--- config.mk ---
export PLATFORM = sky130hd
export DESIGN_NAME = barker13_bpsk_sample_generator_top_flat
export DESIGN_NICKNAME = d
export VERILOG_FILES = /design/src/rtl/core/b13_pkg.sv /design/src/rtl/core/b13_if.sv /design/src/rtl/core/b13_phase.sv /design/src/rtl/core/b13_chip.sv /design/src/rtl/core/b13_sine.sv /design/src/rtl/core/b13_scale.sv /design/src/rtl/core/barker13_bpsk_sample_generator_top.sv /design/src/flat_wrapper.sv
export VERILOG_INCLUDE_DIRS = /design/src /design/src/rtl/core
export SDC_FILE = /design/constraint.sdc
export NUM_CORES = 2
export LEC_CHECK = 0
export ABC_AREA = 1
export BUFFER_PORTS_ARGS = -buffer_cell sky130_fd_sc_hd__buf_2
export CAP_MARGIN = 20
export CORE_MARGIN = 1.5
export CORE_UTILIZATION = 58
export DETAILED_ROUTE_END_ITERATION = 8
export MAX_ROUTING_LAYER = met4
export PLACE_DENSITY = 0.71
export SKIP_LAST_GASP = 1
export SYNTH_ARGS = -nofsm -noshare
export SYNTH_HDL_FRONTEND = slang
export SYNTH_HIERARCHICAL = 1
export SYNTH_SLANG_ARGS = --single-unit
export TNS_END_PERCENT = 5
--- constraint.sdc ---
create_clock -name clk -period 9.8 [get_ports clk]
set_input_delay 1.96 -clock clk [delete_from_list [all_inputs] [get_ports clk]]
set_output_delay 1.96 -clock clk [all_outputs]
set_load 0.01 [all_outputs]
--- src/rtl/core/barker13_bpsk_sample_generator_top_assert.svh ---
// Assertion macros for the Barker-13 BPSK sample generator top level.
// Both macros expect clk and arst_n in scope.
`ifndef BARKER13_BPSK_SAMPLE_GENERATOR_TOP_ASSERT_SVH
`define BARKER13_BPSK_SAMPLE_GENERATOR_TOP_ASSERT_SVH

// Same-cycle implication.
`define B13_ASSERT_NOW(lbl, ante, cons, msg) \
	lbl: assert property (@(posedge clk) disable iff (!arst_n) (ante) |-> (cons)) \
		else $error(msg);

// Next-cycle implication.
`define B13_ASSERT_NEXT(lbl, ante, cons, msg) \
	lbl: assert property (@(posedge clk) disable iff (!arst_n) (ante) |=> (cons)) \
		else $error(msg);

`endif

--- src/rtl/core/b13_pkg.sv ---
`timescale 1ns / 1ps
// ----------------------------------------------------------------------------
// b13_pkg
// Widths, register codes, stage payload types and the quarter-wave sine table.
// ----------------------------------------------------------------------------
package b13_pkg;

	localparam int CODE_LENGTH = 13;
	localparam int SINE_DEPTH  = 1024;
	localparam int ADDR_W      = $clog2(SINE_DEPTH);
	localparam int QUARTER     = SINE_DEPTH / 4;
	localparam int QIDX_W      = ADDR_W - 2;

	localparam int IDX_W   = 24;
	localparam int STEP_W  = 32;
	localparam int CP_W    = 16;
	localparam int AMP_W   = 16;
	localparam int VAL_W   = 16;
	localparam int CHIP_W  = 4;
	localparam int CYC_W   = IDX_W + STEP_W;
	localparam int FRAC_W  = 32;
	localparam int WHOLE_W = CYC_W - FRAC_W;
	localparam int CFG_W   = 32;
	localparam int CFG_IDX_W = 2;

	localparam logic [CHIP_W-1:0] CHIP_PAST = CHIP_W'(CODE_LENGTH);

	// Chips with a negative sign: + + + + + - - + + - + - +
	localparam logic [CODE_LENGTH-1:0] BARKER_NEG = 13'b0101001100000;

	localparam logic [STEP_W-1:0]       STEP_RST = 32'd429496730;
	localparam logic [CP_W-1:0]         CP_RST   = 16'd1;
	localparam logic signed [AMP_W-1:0] AMP_RST  = 16'sd16384;

	typedef enum logic [CFG_IDX_W-1:0] {
		CFG_CARRIER_STEP = 2'd0,
		CFG_CHIP_PERIODS = 2'd1,
		CFG_AMPLITUDE    = 2'd2
	} cfg_reg_e;

	// Stage payloads
	typedef struct packed {
		logic [CYC_W-1:0] cyc;
	} phase_t;

	typedef struct packed {
		logic [CHIP_W-1:0] chip;
		logic              inb;
		logic              neg;
		logic              quad_neg;
		logic              peak;
		logic [QIDX_W-1:0] qidx;
	} chip_info_t;

	typedef struct packed {
		logic signed [VAL_W-1:0] rom;
		logic [CHIP_W-1:0]       chip;
		logic                    inb;
		logic                    neg;
	} sine_t;

	typedef struct packed {
		logic signed [2*VAL_W-1:0] prod;
		logic [CHIP_W-1:0]         chip;
		logic                      inb;
		logic                      neg;
	} prod_t;

	typedef logic [VAL_W-1:0] qsine_tab_t [QUARTER];

	localparam logic [63:0] TWO_PI_Q30 = 64'd6746518852;

	// Sine of quarter-table entry j in Q15, integer Taylor series in Q30.
	function automatic logic [VAL_W-1:0] qsine(input int j);
		logic [63:0] x;
		logic [63:0] theta;
		logic [63:0] th2;
		logic [63:0] term;
		logic [63:0] sum;
		logic [63:0] q15;
		x     = 64'(j) << (32 - ADDR_W);
		theta = (x * TWO_PI_Q30) >> 32;
		th2   = (theta * theta) >> 30;
		term  = theta;
		sum   = theta;
		term  = ((term * th2) >> 30) / 64'd6;
		sum   = (sum >= term) ? sum - term : 64'd0;
		term  = ((term * th2) >> 30) / 64'd20;
		sum   = sum + term;
		term  = ((term * th2) >> 30) / 64'd42;
		sum   = (sum >= term) ? sum - term : 64'd0;
		term  = ((term * th2) >> 30) / 64'd72;
		sum   = sum + term;
		term  = ((term * th2) >> 30) / 64'd110;
		sum   = (sum >= term) ? sum - term : 64'd0;
		term  = ((term * th2) >> 30) / 64'd156;
		sum   = sum + term;
		q15   = (sum + 64'd16384) >> 15;
		if (q15 > 64'd32767) begin
			q15 = 64'd32767;
		end
		return q15[VAL_W-1:0];
	endfunction

	function automatic qsine_tab_t build_qsine();
		qsine_tab_t tab;
		for (int j = 0; j < QUARTER; j++) begin
			tab[j] = qsine(j);
		end
		return tab;
	endfunction

	localparam qsine_tab_t       QSINE      = build_qsine();
	localparam logic [VAL_W-1:0] QSINE_PEAK = qsine(QUARTER);

endpackage

--- src/rtl/core/b13_if.sv ---
`timescale 1ns / 1ps
// ----------------------------------------------------------------------------
// b13_if
// Request channels: sample index in, modulated sample out.
// ----------------------------------------------------------------------------
interface b13_in_if import b13_pkg::*; ();
	logic             valid;
	logic             ready;
	logic [IDX_W-1:0] sample_index;

	modport source (output valid, output sample_index, input ready);
	modport sink   (input valid, input sample_index, output ready);
endinterface

interface b13_out_if import b13_pkg::*; ();
	logic                    valid;
	logic                    ready;
	logic signed [VAL_W-1:0] sample_value;
	logic [CHIP_W-1:0]       chip_number;
	logic                    in_burst;

	modport source (output valid, output sample_value, output chip_number, output in_burst,
		input ready);
	modport sink   (input valid, input sample_value, input chip_number, input in_burst,
		output ready);
endinterface

--- src/rtl/core/b13_phase.sv ---
`timescale 1ns / 1ps
// ----------------------------------------------------------------------------
// b13_phase
// Stage 1: elapsed carrier cycles, sample index times carrier step (Q32).
// ----------------------------------------------------------------------------
module b13_phase import b13_pkg::*; (
	input  logic              clk,
	input  logic              arst_n,
	input  logic              en,
	input  logic              vld_in,
	input  logic [IDX_W-1:0]  idx,
	input  logic [STEP_W-1:0] step,
	output logic              vld_s1,
	output phase_t            ph_s1
);

	always_ff @(posedge clk or negedge arst_n) begin
		if (!arst_n) begin
			vld_s1 <= 1'b0;
		end else if (en) begin
			vld_s1 <= vld_in;
		end
	end

	always_ff @(posedge clk) begin
		if (en) begin
			ph_s1.cyc <= CYC_W'(idx) * CYC_W'(step);
		end
	end

endmodule

--- src/rtl/core/b13_chip.sv ---
`timescale 1ns / 1ps
// ----------------------------------------------------------------------------
// b13_chip
// Stage 2: chip number by compare against chip boundaries, burst flag and
// folded sine table address.
// ----------------------------------------------------------------------------
module b13_chip import b13_pkg::*; (
	input  logic            clk,
	input  logic            arst_n,
	input  logic            en,
	input  logic            vld_in,
	input  phase_t          ph,
	input  logic [CP_W-1:0] chip_periods,
	output logic            vld_s2,
	output chip_info_t      info_s2
);

	logic [WHOLE_W-1:0]     whole;
	logic [FRAC_W-1:0]      frac;
	logic [CP_W-1:0]        cp_eff;
	logic [WHOLE_W-1:0]     bound [CODE_LENGTH];
	logic [CODE_LENGTH-1:0] ge;
	logic [CHIP_W-1:0]      chip_c;
	logic [ADDR_W-1:0]      addr;
	logic [1:0]             quad;
	logic [QIDX_W-1:0]      j;
	chip_info_t             info_c;

	assign whole  = ph.cyc[CYC_W-1:FRAC_W];
	assign frac   = ph.cyc[FRAC_W-1:0];
	assign cp_eff = (chip_periods == '0) ? CP_W'(1) : chip_periods;

	// Thermometer of chip boundaries k * chip_periods, k = 1 .. 13
	always_comb begin
		for (int k = 0; k < CODE_LENGTH; k++) begin
			bound[k] = WHOLE_W'(cp_eff) * WHOLE_W'(k + 1);
			ge[k]    = whole >= bound[k];
		end
	end

	assign chip_c = CHIP_W'($countones(ge));
	assign addr   = frac[FRAC_W-1 -: ADDR_W];
	assign quad   = addr[ADDR_W-1 -: 2];
	assign j      = addr[QIDX_W-1:0];

	always_comb begin
		info_c.chip     = chip_c;
		// end boundary counts as inside the burst
		info_c.inb      = (whole < bound[CODE_LENGTH-1]) ||
			((whole == bound[CODE_LENGTH-1]) && (frac == '0));
		info_c.neg      = (chip_c < CHIP_PAST) ? BARKER_NEG[chip_c] : 1'b0;
		info_c.quad_neg = quad[1];
		// mirrored quadrant: entry QUARTER - j, the crest when j is zero
		info_c.peak     = quad[0] && (j == '0);
		info_c.qidx     = quad[0] ? (~j + QIDX_W'(1)) : j;
	end

	always_ff @(posedge clk or negedge arst_n) begin
		if (!arst_n) begin
			vld_s2 <= 1'b0;
		end else if (en) begin
			vld_s2 <= vld_in;
		end
	end

	always_ff @(posedge clk) begin
		if (en) begin
			info_s2 <= info_c;
		end
	end

endmodule

--- src/rtl/core/b13_sine.sv ---
`timescale 1ns / 1ps
// ----------------------------------------------------------------------------
// b13_sine
// Stage 3: quarter-wave sine lookup with quadrant sign.
// ----------------------------------------------------------------------------
module b13_sine import b13_pkg::*; (
	input  logic       clk,
	input  logic       arst_n,
	input  logic       en,
	input  logic       vld_in,
	input  chip_info_t info,
	output logic       vld_s3,
	output sine_t      sine_s3
);

	logic [VAL_W-1:0] mag;
	sine_t            sine_c;

	assign mag = info.peak ? QSINE_PEAK : QSINE[info.qidx];

	always_comb begin
		sine_c.rom  = info.quad_neg ? -$signed(mag) : $signed(mag);
		sine_c.chip = info.chip;
		sine_c.inb  = info.inb;
		sine_c.neg  = info.neg;
	end

	always_ff @(posedge clk or negedge arst_n) begin
		if (!arst_n) begin
			vld_s3 <= 1'b0;
		end else if (en) begin
			vld_s3 <= vld_in;
		end
	end

	always_ff @(posedge clk) begin
		if (en) begin
			sine_s3 <= sine_c;
		end
	end

endmodule

--- src/rtl/core/b13_scale.sv ---
`timescale 1ns / 1ps
// ----------------------------------------------------------------------------
// b13_scale
// Stages 4 and 5: amplitude multiply, then Q15 shift, saturation and chip
// sign into the output register, with zero past the code.
// ----------------------------------------------------------------------------
module b13_scale import b13_pkg::*; (
	input  logic                    clk,
	input  logic                    arst_n,
	input  logic                    en4,
	input  logic                    en5,
	input  logic                    vld_in,
	input  sine_t                   sine,
	input  logic signed [AMP_W-1:0] amplitude,
	output logic                    vld_s4,
	output logic                    vld_s5,
	output logic signed [VAL_W-1:0] value_s5,
	output logic [CHIP_W-1:0]       chip_s5,
	output logic                    inb_s5
);

	localparam logic signed [VAL_W:0] SAT_POS = 17'sd32767;

	prod_t                   prod_s4;
	logic signed [VAL_W:0]   shifted;
	logic signed [VAL_W-1:0] sat1;
	logic signed [VAL_W:0]   negated;
	logic signed [VAL_W-1:0] sat2;
	logic signed [VAL_W-1:0] value_c;

	always_ff @(posedge clk or negedge arst_n) begin
		if (!arst_n) begin
			vld_s4 <= 1'b0;
			vld_s5 <= 1'b0;
		end else begin
			if (en4) begin
				vld_s4 <= vld_in;
			end
			if (en5) begin
				vld_s5 <= vld_s4;
			end
		end
	end

	always_ff @(posedge clk) begin
		if (en4) begin
			prod_s4.prod <= amplitude * sine.rom;
			prod_s4.chip <= sine.chip;
			prod_s4.inb  <= sine.inb;
			prod_s4.neg  <= sine.neg;
		end
	end

	// floor(prod / 2^15); only full-scale negative squared overflows upward
	assign shifted = $signed(prod_s4.prod[2*VAL_W-1:VAL_W-1]);
	assign sat1    = (shifted > SAT_POS) ? VAL_W'(SAT_POS) : shifted[VAL_W-1:0];
	assign negated = -{sat1[VAL_W-1], sat1};
	assign sat2    = (negated > SAT_POS) ? VAL_W'(SAT_POS) : negated[VAL_W-1:0];

	always_comb begin
		if (prod_s4.chip >= CHIP_PAST) begin
			value_c = '0;
		end else if (prod_s4.neg) begin
			value_c = sat2;
		end else begin
			value_c = sat1;
		end
	end

	always_ff @(posedge clk) begin
		if (en5) begin
			value_s5 <= value_c;
			chip_s5  <= prod_s4.chip;
			inb_s5   <= prod_s4.inb;
		end
	end

endmodule

--- src/rtl/core/barker13_bpsk_sample_generator_top.sv ---
`timescale 1ns / 1ps
// ----------------------------------------------------------------------------
// barker13_bpsk_sample_generator_top
// Barker-13 BPSK carrier sample generator, one sample per unstalled clock.
//
// sample_in carries a sample index; sample_out returns the modulated sample,
// the chip number (13 past the code) and the in-burst flag, one request out
// for every request in, in order. carrier_step, chip_periods and amplitude
// are set through the cfg_we / cfg_index / cfg_wdata write port, which the
// user must write only while idle; the block does not enforce it. Five
// register stages: phase multiply, chip decode, sine lookup, amplitude
// multiply, saturate/sign into the output register, which drives sample_out.
// One request is taken every cycle while the pipeline is not stalled.
// Each stage holds its request only while the stage after it is full and
// stalled, so bubbles close up and sample_in stays ready while sample_out
// waits until all five stages are full. Reset empties the pipeline and loads
// the register defaults; the sine table is constant and needs no fill.
// ----------------------------------------------------------------------------
module barker13_bpsk_sample_generator_top import b13_pkg::*; (
	input  logic                 clk,
	input  logic                 arst_n,
	input  logic                 cfg_we,
	input  logic [CFG_IDX_W-1:0] cfg_index,
	input  logic [CFG_W-1:0]     cfg_wdata,
	b13_in_if.sink               sample_in,
	b13_out_if.source            sample_out
);

	logic [STEP_W-1:0]       step_q;
	logic [CP_W-1:0]         cp_q;
	logic signed [AMP_W-1:0] amp_q;

	logic       vld_s1, vld_s2, vld_s3, vld_s4, vld_s5;
	logic       en1, en2, en3, en4, en5;
	phase_t     ph_s1;
	chip_info_t info_s2;
	sine_t      sine_s3;

	always_ff @(posedge clk or negedge arst_n) begin
		if (!arst_n) begin
			step_q <= STEP_RST;
			cp_q   <= CP_RST;
			amp_q  <= AMP_RST;
		end else if (cfg_we) begin
			case (cfg_reg_e'(cfg_index))
				CFG_CARRIER_STEP: step_q <= cfg_wdata[STEP_W-1:0];
				CFG_CHIP_PERIODS: cp_q   <= cfg_wdata[CP_W-1:0];
				CFG_AMPLITUDE:    amp_q  <= $signed(cfg_wdata[AMP_W-1:0]);
				default: begin
				end
			endcase
		end
	end

	// advance a stage when it is empty or the next one advances
	assign en5 = !vld_s5 || sample_out.ready;
	assign en4 = !vld_s4 || en5;
	assign en3 = !vld_s3 || en4;
	assign en2 = !vld_s2 || en3;
	assign en1 = !vld_s1 || en2;

	assign sample_in.ready  = en1;
	assign sample_out.valid = vld_s5;

	b13_phase u_phase (
		.clk    (clk),
		.arst_n (arst_n),
		.en     (en1),
		.vld_in (sample_in.valid),
		.idx    (sample_in.sample_index),
		.step   (step_q),
		.vld_s1 (vld_s1),
		.ph_s1  (ph_s1)
	);

	b13_chip u_chip (
		.clk          (clk),
		.arst_n       (arst_n),
		.en           (en2),
		.vld_in       (vld_s1),
		.ph           (ph_s1),
		.chip_periods (cp_q),
		.vld_s2       (vld_s2),
		.info_s2      (info_s2)
	);

	b13_sine u_sine (
		.clk     (clk),
		.arst_n  (arst_n),
		.en      (en3),
		.vld_in  (vld_s2),
		.info    (info_s2),
		.vld_s3  (vld_s3),
		.sine_s3 (sine_s3)
	);

	b13_scale u_scale (
		.clk       (clk),
		.arst_n    (arst_n),
		.en4       (en4),
		.en5       (en5),
		.vld_in    (vld_s3),
		.sine      (sine_s3),
		.amplitude (amp_q),
		.vld_s4    (vld_s4),
		.vld_s5    (vld_s5),
		.value_s5  (sample_out.sample_value),
		.chip_s5   (sample_out.chip_number),
		.inb_s5    (sample_out.in_burst)
	);

`include "barker13_bpsk_sample_generator_top_assert.svh"

	`B13_ASSERT_NOW(a_past_code_zero, sample_out.valid && sample_out.chip_number == CHIP_PAST, sample_out.sample_value == '0, "nonzero sample past the code")
	`B13_ASSERT_NOW(a_out_burst_past, sample_out.valid && !sample_out.in_burst, sample_out.chip_number == CHIP_PAST, "outside burst but chip inside code")
	`B13_ASSERT_NEXT(a_accept_enters, sample_in.valid && sample_in.ready, vld_s1, "accepted request not in stage 1")
	`B13_ASSERT_NEXT(a_s4_holds, vld_s4 && !en4, vld_s4, "stalled stage 4 request lost")

endmodule

--- src/flat_wrapper.sv ---
// flat-port wrapper written by rule: the top's interface ports become plain ports
module barker13_bpsk_sample_generator_top_flat import b13_pkg::*;
  (clk, arst_n, cfg_we, cfg_index, cfg_wdata, sample_in_valid, sample_in_sample_index, sample_in_ready, sample_out_valid, sample_out_sample_value, sample_out_chip_number, sample_out_in_burst, sample_out_ready);
  b13_in_if sample_in_i ();
  b13_out_if sample_out_i ();
  input  logic clk;
  input  logic arst_n;
  input  logic cfg_we;
  input  logic [CFG_IDX_W-1:0] cfg_index;
  input  logic [CFG_W-1:0] cfg_wdata;
  input wire logic [$bits(sample_in_i.valid)-1:0] sample_in_valid;
  input wire logic [$bits(sample_in_i.sample_index)-1:0] sample_in_sample_index;
  output wire logic [$bits(sample_in_i.ready)-1:0] sample_in_ready;
  output wire logic [$bits(sample_out_i.valid)-1:0] sample_out_valid;
  output wire logic [$bits(sample_out_i.sample_value)-1:0] sample_out_sample_value;
  output wire logic [$bits(sample_out_i.chip_number)-1:0] sample_out_chip_number;
  output wire logic [$bits(sample_out_i.in_burst)-1:0] sample_out_in_burst;
  input wire logic [$bits(sample_out_i.ready)-1:0] sample_out_ready;
  assign sample_in_i.valid = sample_in_valid;
  assign sample_in_i.sample_index = sample_in_sample_index;
  assign sample_in_ready = sample_in_i.ready;
  assign sample_out_valid = sample_out_i.valid;
  assign sample_out_sample_value = sample_out_i.sample_value;
  assign sample_out_chip_number = sample_out_i.chip_number;
  assign sample_out_in_burst = sample_out_i.in_burst;
  assign sample_out_i.ready = sample_out_ready;
  barker13_bpsk_sample_generator_top u_core (.clk(clk), .arst_n(arst_n), .cfg_we(cfg_we), .cfg_index(cfg_index), .cfg_wdata(cfg_wdata), .sample_in(sample_in_i), .sample_out(sample_out_i));
endmodule
==> metrics.yaml <==
synthXorXnorAreaFrac: 0.01798
violations: "design-rule violations"
syn_inst: 8459
setup_tns_ns: 0
post-route-util: 0.6082
critPathMaxFanout: 16
synth_fa_ha_area_frac: 0.4473
synthMuxAreaShare: 0.0005462
synth_area_per_cell_um2: 7.312
gp_congestion: 1.036
clockBufferDepth: 3
synth_top_family_by_area: "adder cells"
grt_setup_unrepaired: "no"
die_x_um: 329.6
fin_skew_ns: 0.03214
vias: 53770
ys_seq_area_frac: 0.09526
cts_num_sinks: 207
initial_core_util: 0.5859
grt_usage: 0.3764
rows: 119
tightestPinTransition_ns: 1.077
fp.dieH_um: 329.6
synth_cell_type_count: 62
fin_crit_ns: 8.735
grt_use_met2: 0.6295
antenna_found_initial: 1
grt.busiest_layer: "met2"
ant_nets: 0
cp.arrival_ns: 9.09
htree_levels: 1
hold_path.class: "reg2reg"
yosys.area_share.simple: 0.2313
wl_um: 196700
grt_max_degree: 65
drcViolationCount: 4
synth.net_count: 10140
dieArea_um2: 108600
path_class: "reg2reg"
area_delta_synth_final_pct: 3.801
ys_warn_count: 6
synth-seq-cells: 207
grt_pass1_vias: 55160
use_met3: 0.04276
max_cap_viol_count: 0
critPathTopFamily: "adder cells"
final_common_cell: "nand2_1"
ioPinCount: 86
cts_made_buffers: 27
coreArea_um2: 105600
cp-start-kind: "flop"
drv_slew: 0
clk-insertion-delay-late_ns: 0.61
cts_root_buffer: "clkbuf_16"
setup_viol: 0
drive_gt1_frac: 0.04647
synth_area_um2: 61850
crit_buf_inv: 7
slowest_delay_ns: 0.55
postCtsHoldBufs: 0
fmax_mhz: 114.5
synth-compound-area-share: 0.05713
cts_tree: "done"
layout_common_cells: "2,447 x nand2_1, 2,134 x inv_1, 984 x fa_1"
drt_iter0_markers: 4759
hold_viol_final: 0
nFillCells: 9896
crit_required_ns: 10.15
outcome: "complete, but fails checks"
grt_first_pass_wirelength_um: 305100
end_kind: "flop"
met1_usage: 0.4602
post_cts_buffers: 0
dp_hpwl_um: 157600
viasPerCell: 5.495
port_buffers: 85
gr-total-overflow: 0
cp_slowest_cell: "fa_1"
firstDrtPassIters: 8
fin_nets: 10060
path_common_cell: "nand2_1"
path_clk_slew_ns: 0.07
cts_resized: 0
wl_per_cell_um: 20.10
period_share: 0.8913
slew_headroom: 0.2819
[kinds of logic (layout without fill, tap and decap cells)]
group                    count (synthesis)  after routing
AO/OA/AOI/OAI                          621            621
flip-flops                             207            207
AND/OR/NAND/NOR                       3467           3467
other                                    0              1
multiplexers                             3              3
XOR/XNOR                               127            127
buffers and inverters                 2413           2347
adder cells (fa/ha/maj)               1621           1621
[cell usage after synthesis, drive strengths merged]
cell type | number | area share
clkbuf | 200 | 0.012
nor3b | 4 | 0.00065
a31oi | 8 | 0.00081
fa | 984 | 0.32
o22ai | 1 | 0.00010
nor4 | 8 | 0.00081
nor3 | 46 | 0.0042
clkinv | 3 | 0.00018
o21a | 24 | 0.0029
nor2b | 1 | 0.00010
nand4 | 85 | 0.0088
o31ai | 2 | 0.00024
or2 | 9 | 0.00091
nand3 | 321 | 0.028
nor2 | 471 | 0.031
dfrtp | 52 | 0.021
a2111oi | 1 | 0.00014
xnor2 | 57 | 0.0081
xor2 | 70 | 0.0099
o2111ai | 1 | 0.00014
and2 | 7 | 0.00073
a211oi | 2 | 0.00024
and3 | 3 | 0.00030
o211ai | 10 | 0.0012
inv | 2147 | 0.13
a21boi | 4 | 0.00049
o21bai | 16 | 0.0019
edfxtp | 138 | 0.067
nand2 | 2478 | 0.15
a21o | 6 | 0.00073
dfstp | 17 | 0.0072
nand3b | 33 | 0.0040
a21oi | 307 | 0.026
nand2b | 1 | 0.00010
a22oi | 1 | 0.00012
mux2 | 3 | 0.00055
ha | 637 | 0.13
buf | 63 | 0.0077
o21ai | 238 | 0.023
[stage by stage]
stage | std cells | hold WS [ns] | setup WS, ns | area, µm²
2_1_floorplan | 8459 | 0.4003 | 2.230 | 61850
3_3_place_gp | 9733 | 0.4051 | 1.238 | 63260
3_5_place_dp | 9733 | 0.4045 | 1.057 | 63260
4_1_cts | 9783 | 0.4063 | 1.052 | 64170
5_1_grt | 9785 | 0.4294 | 0.4476 | 64200
6_report | 9785 | 0.4042 | 1.065 | 64200
[area by class of cell]
type | instances | area [µm²] | area share
inverters | 2150 | 8078 | 0.1258
clock inverters | 19 | 203.9 | 0.003177
repair buffers | 147 | 913.4 | 0.01423
flip-flops and latches | 207 | 5892 | 0.09177
well taps | 1391 | 1740 | 0.02711
diodes | 1 | 2.502 | 0.00003898
multi-input cells | 5839 | 46660 | 0.7268
clock buffers | 31 | 710.7 | 0.01107
[path summary, 6_finish.rpt]
path,from,to,slack [ns],depth (start not counted)
hold reg to reg,u_core/u_chip/info_s2[11],u_core/u_sine/sine_s3[1],0.40,0
min in group asynchronous,arst_n,u_core/step_q[21],1.25,1
setup / recovery,u_core/cp_q[14],u_core/u_chip/info_s2[10],1.07,38
hold / removal,u_core/u_chip/info_s2[11],u_core/u_sine/sine_s3[1],0.40,0
setup reg to reg,u_core/cp_q[14],u_core/u_chip/info_s2[10],1.07,38
max in group asynchronous,arst_n,u_core/cp_q[15],7.42,2
[sequential cells by signal (all words and copies together), names as in the netlist]
signal,count
u_core/u_phase/ph_s1,56
u_core/step_q,32
u_core/u_sine/sine_s3,22
u_core/u_chip/info_s2,16
u_core/u_chip/vld_s2,1
u_core/u_scale/vld_s4,1
u_core/u_sine/vld_s3,1
u_core/amp_q,16
u_core/u_scale/prod_s4,23
u_core/u_scale/value_s5,16
u_core/u_scale/chip_s5,4
u_core/cp_q,16
u_core/u_phase/vld_s1,1
u_core/u_scale/inb_s5,1
u_core/u_scale/vld_s5,1
[routing by layer]
metal | wire [µm] | vias to the layer above
met2 | 95240 | 2281
met4 | 9726 | 0
met3 | 13990 | 484
met1 | 77730 | 26040
met5 | 0 | -
li1 | - | 24960
[worst reg2reg max path, delay by kind of cell, from the launching register on]
family | cells | cell delay (ns)
simple gates | 17 | 2.22
flops | 1 | 0.46
compound gates | 3 | 0.46
buf+inv | 7 | 0.87
fa+ha+maj | 11 | 4.44
Power is not shown: default switching activity piles up to over one toggle a cycle in this logic, so the estimate is an artifact.
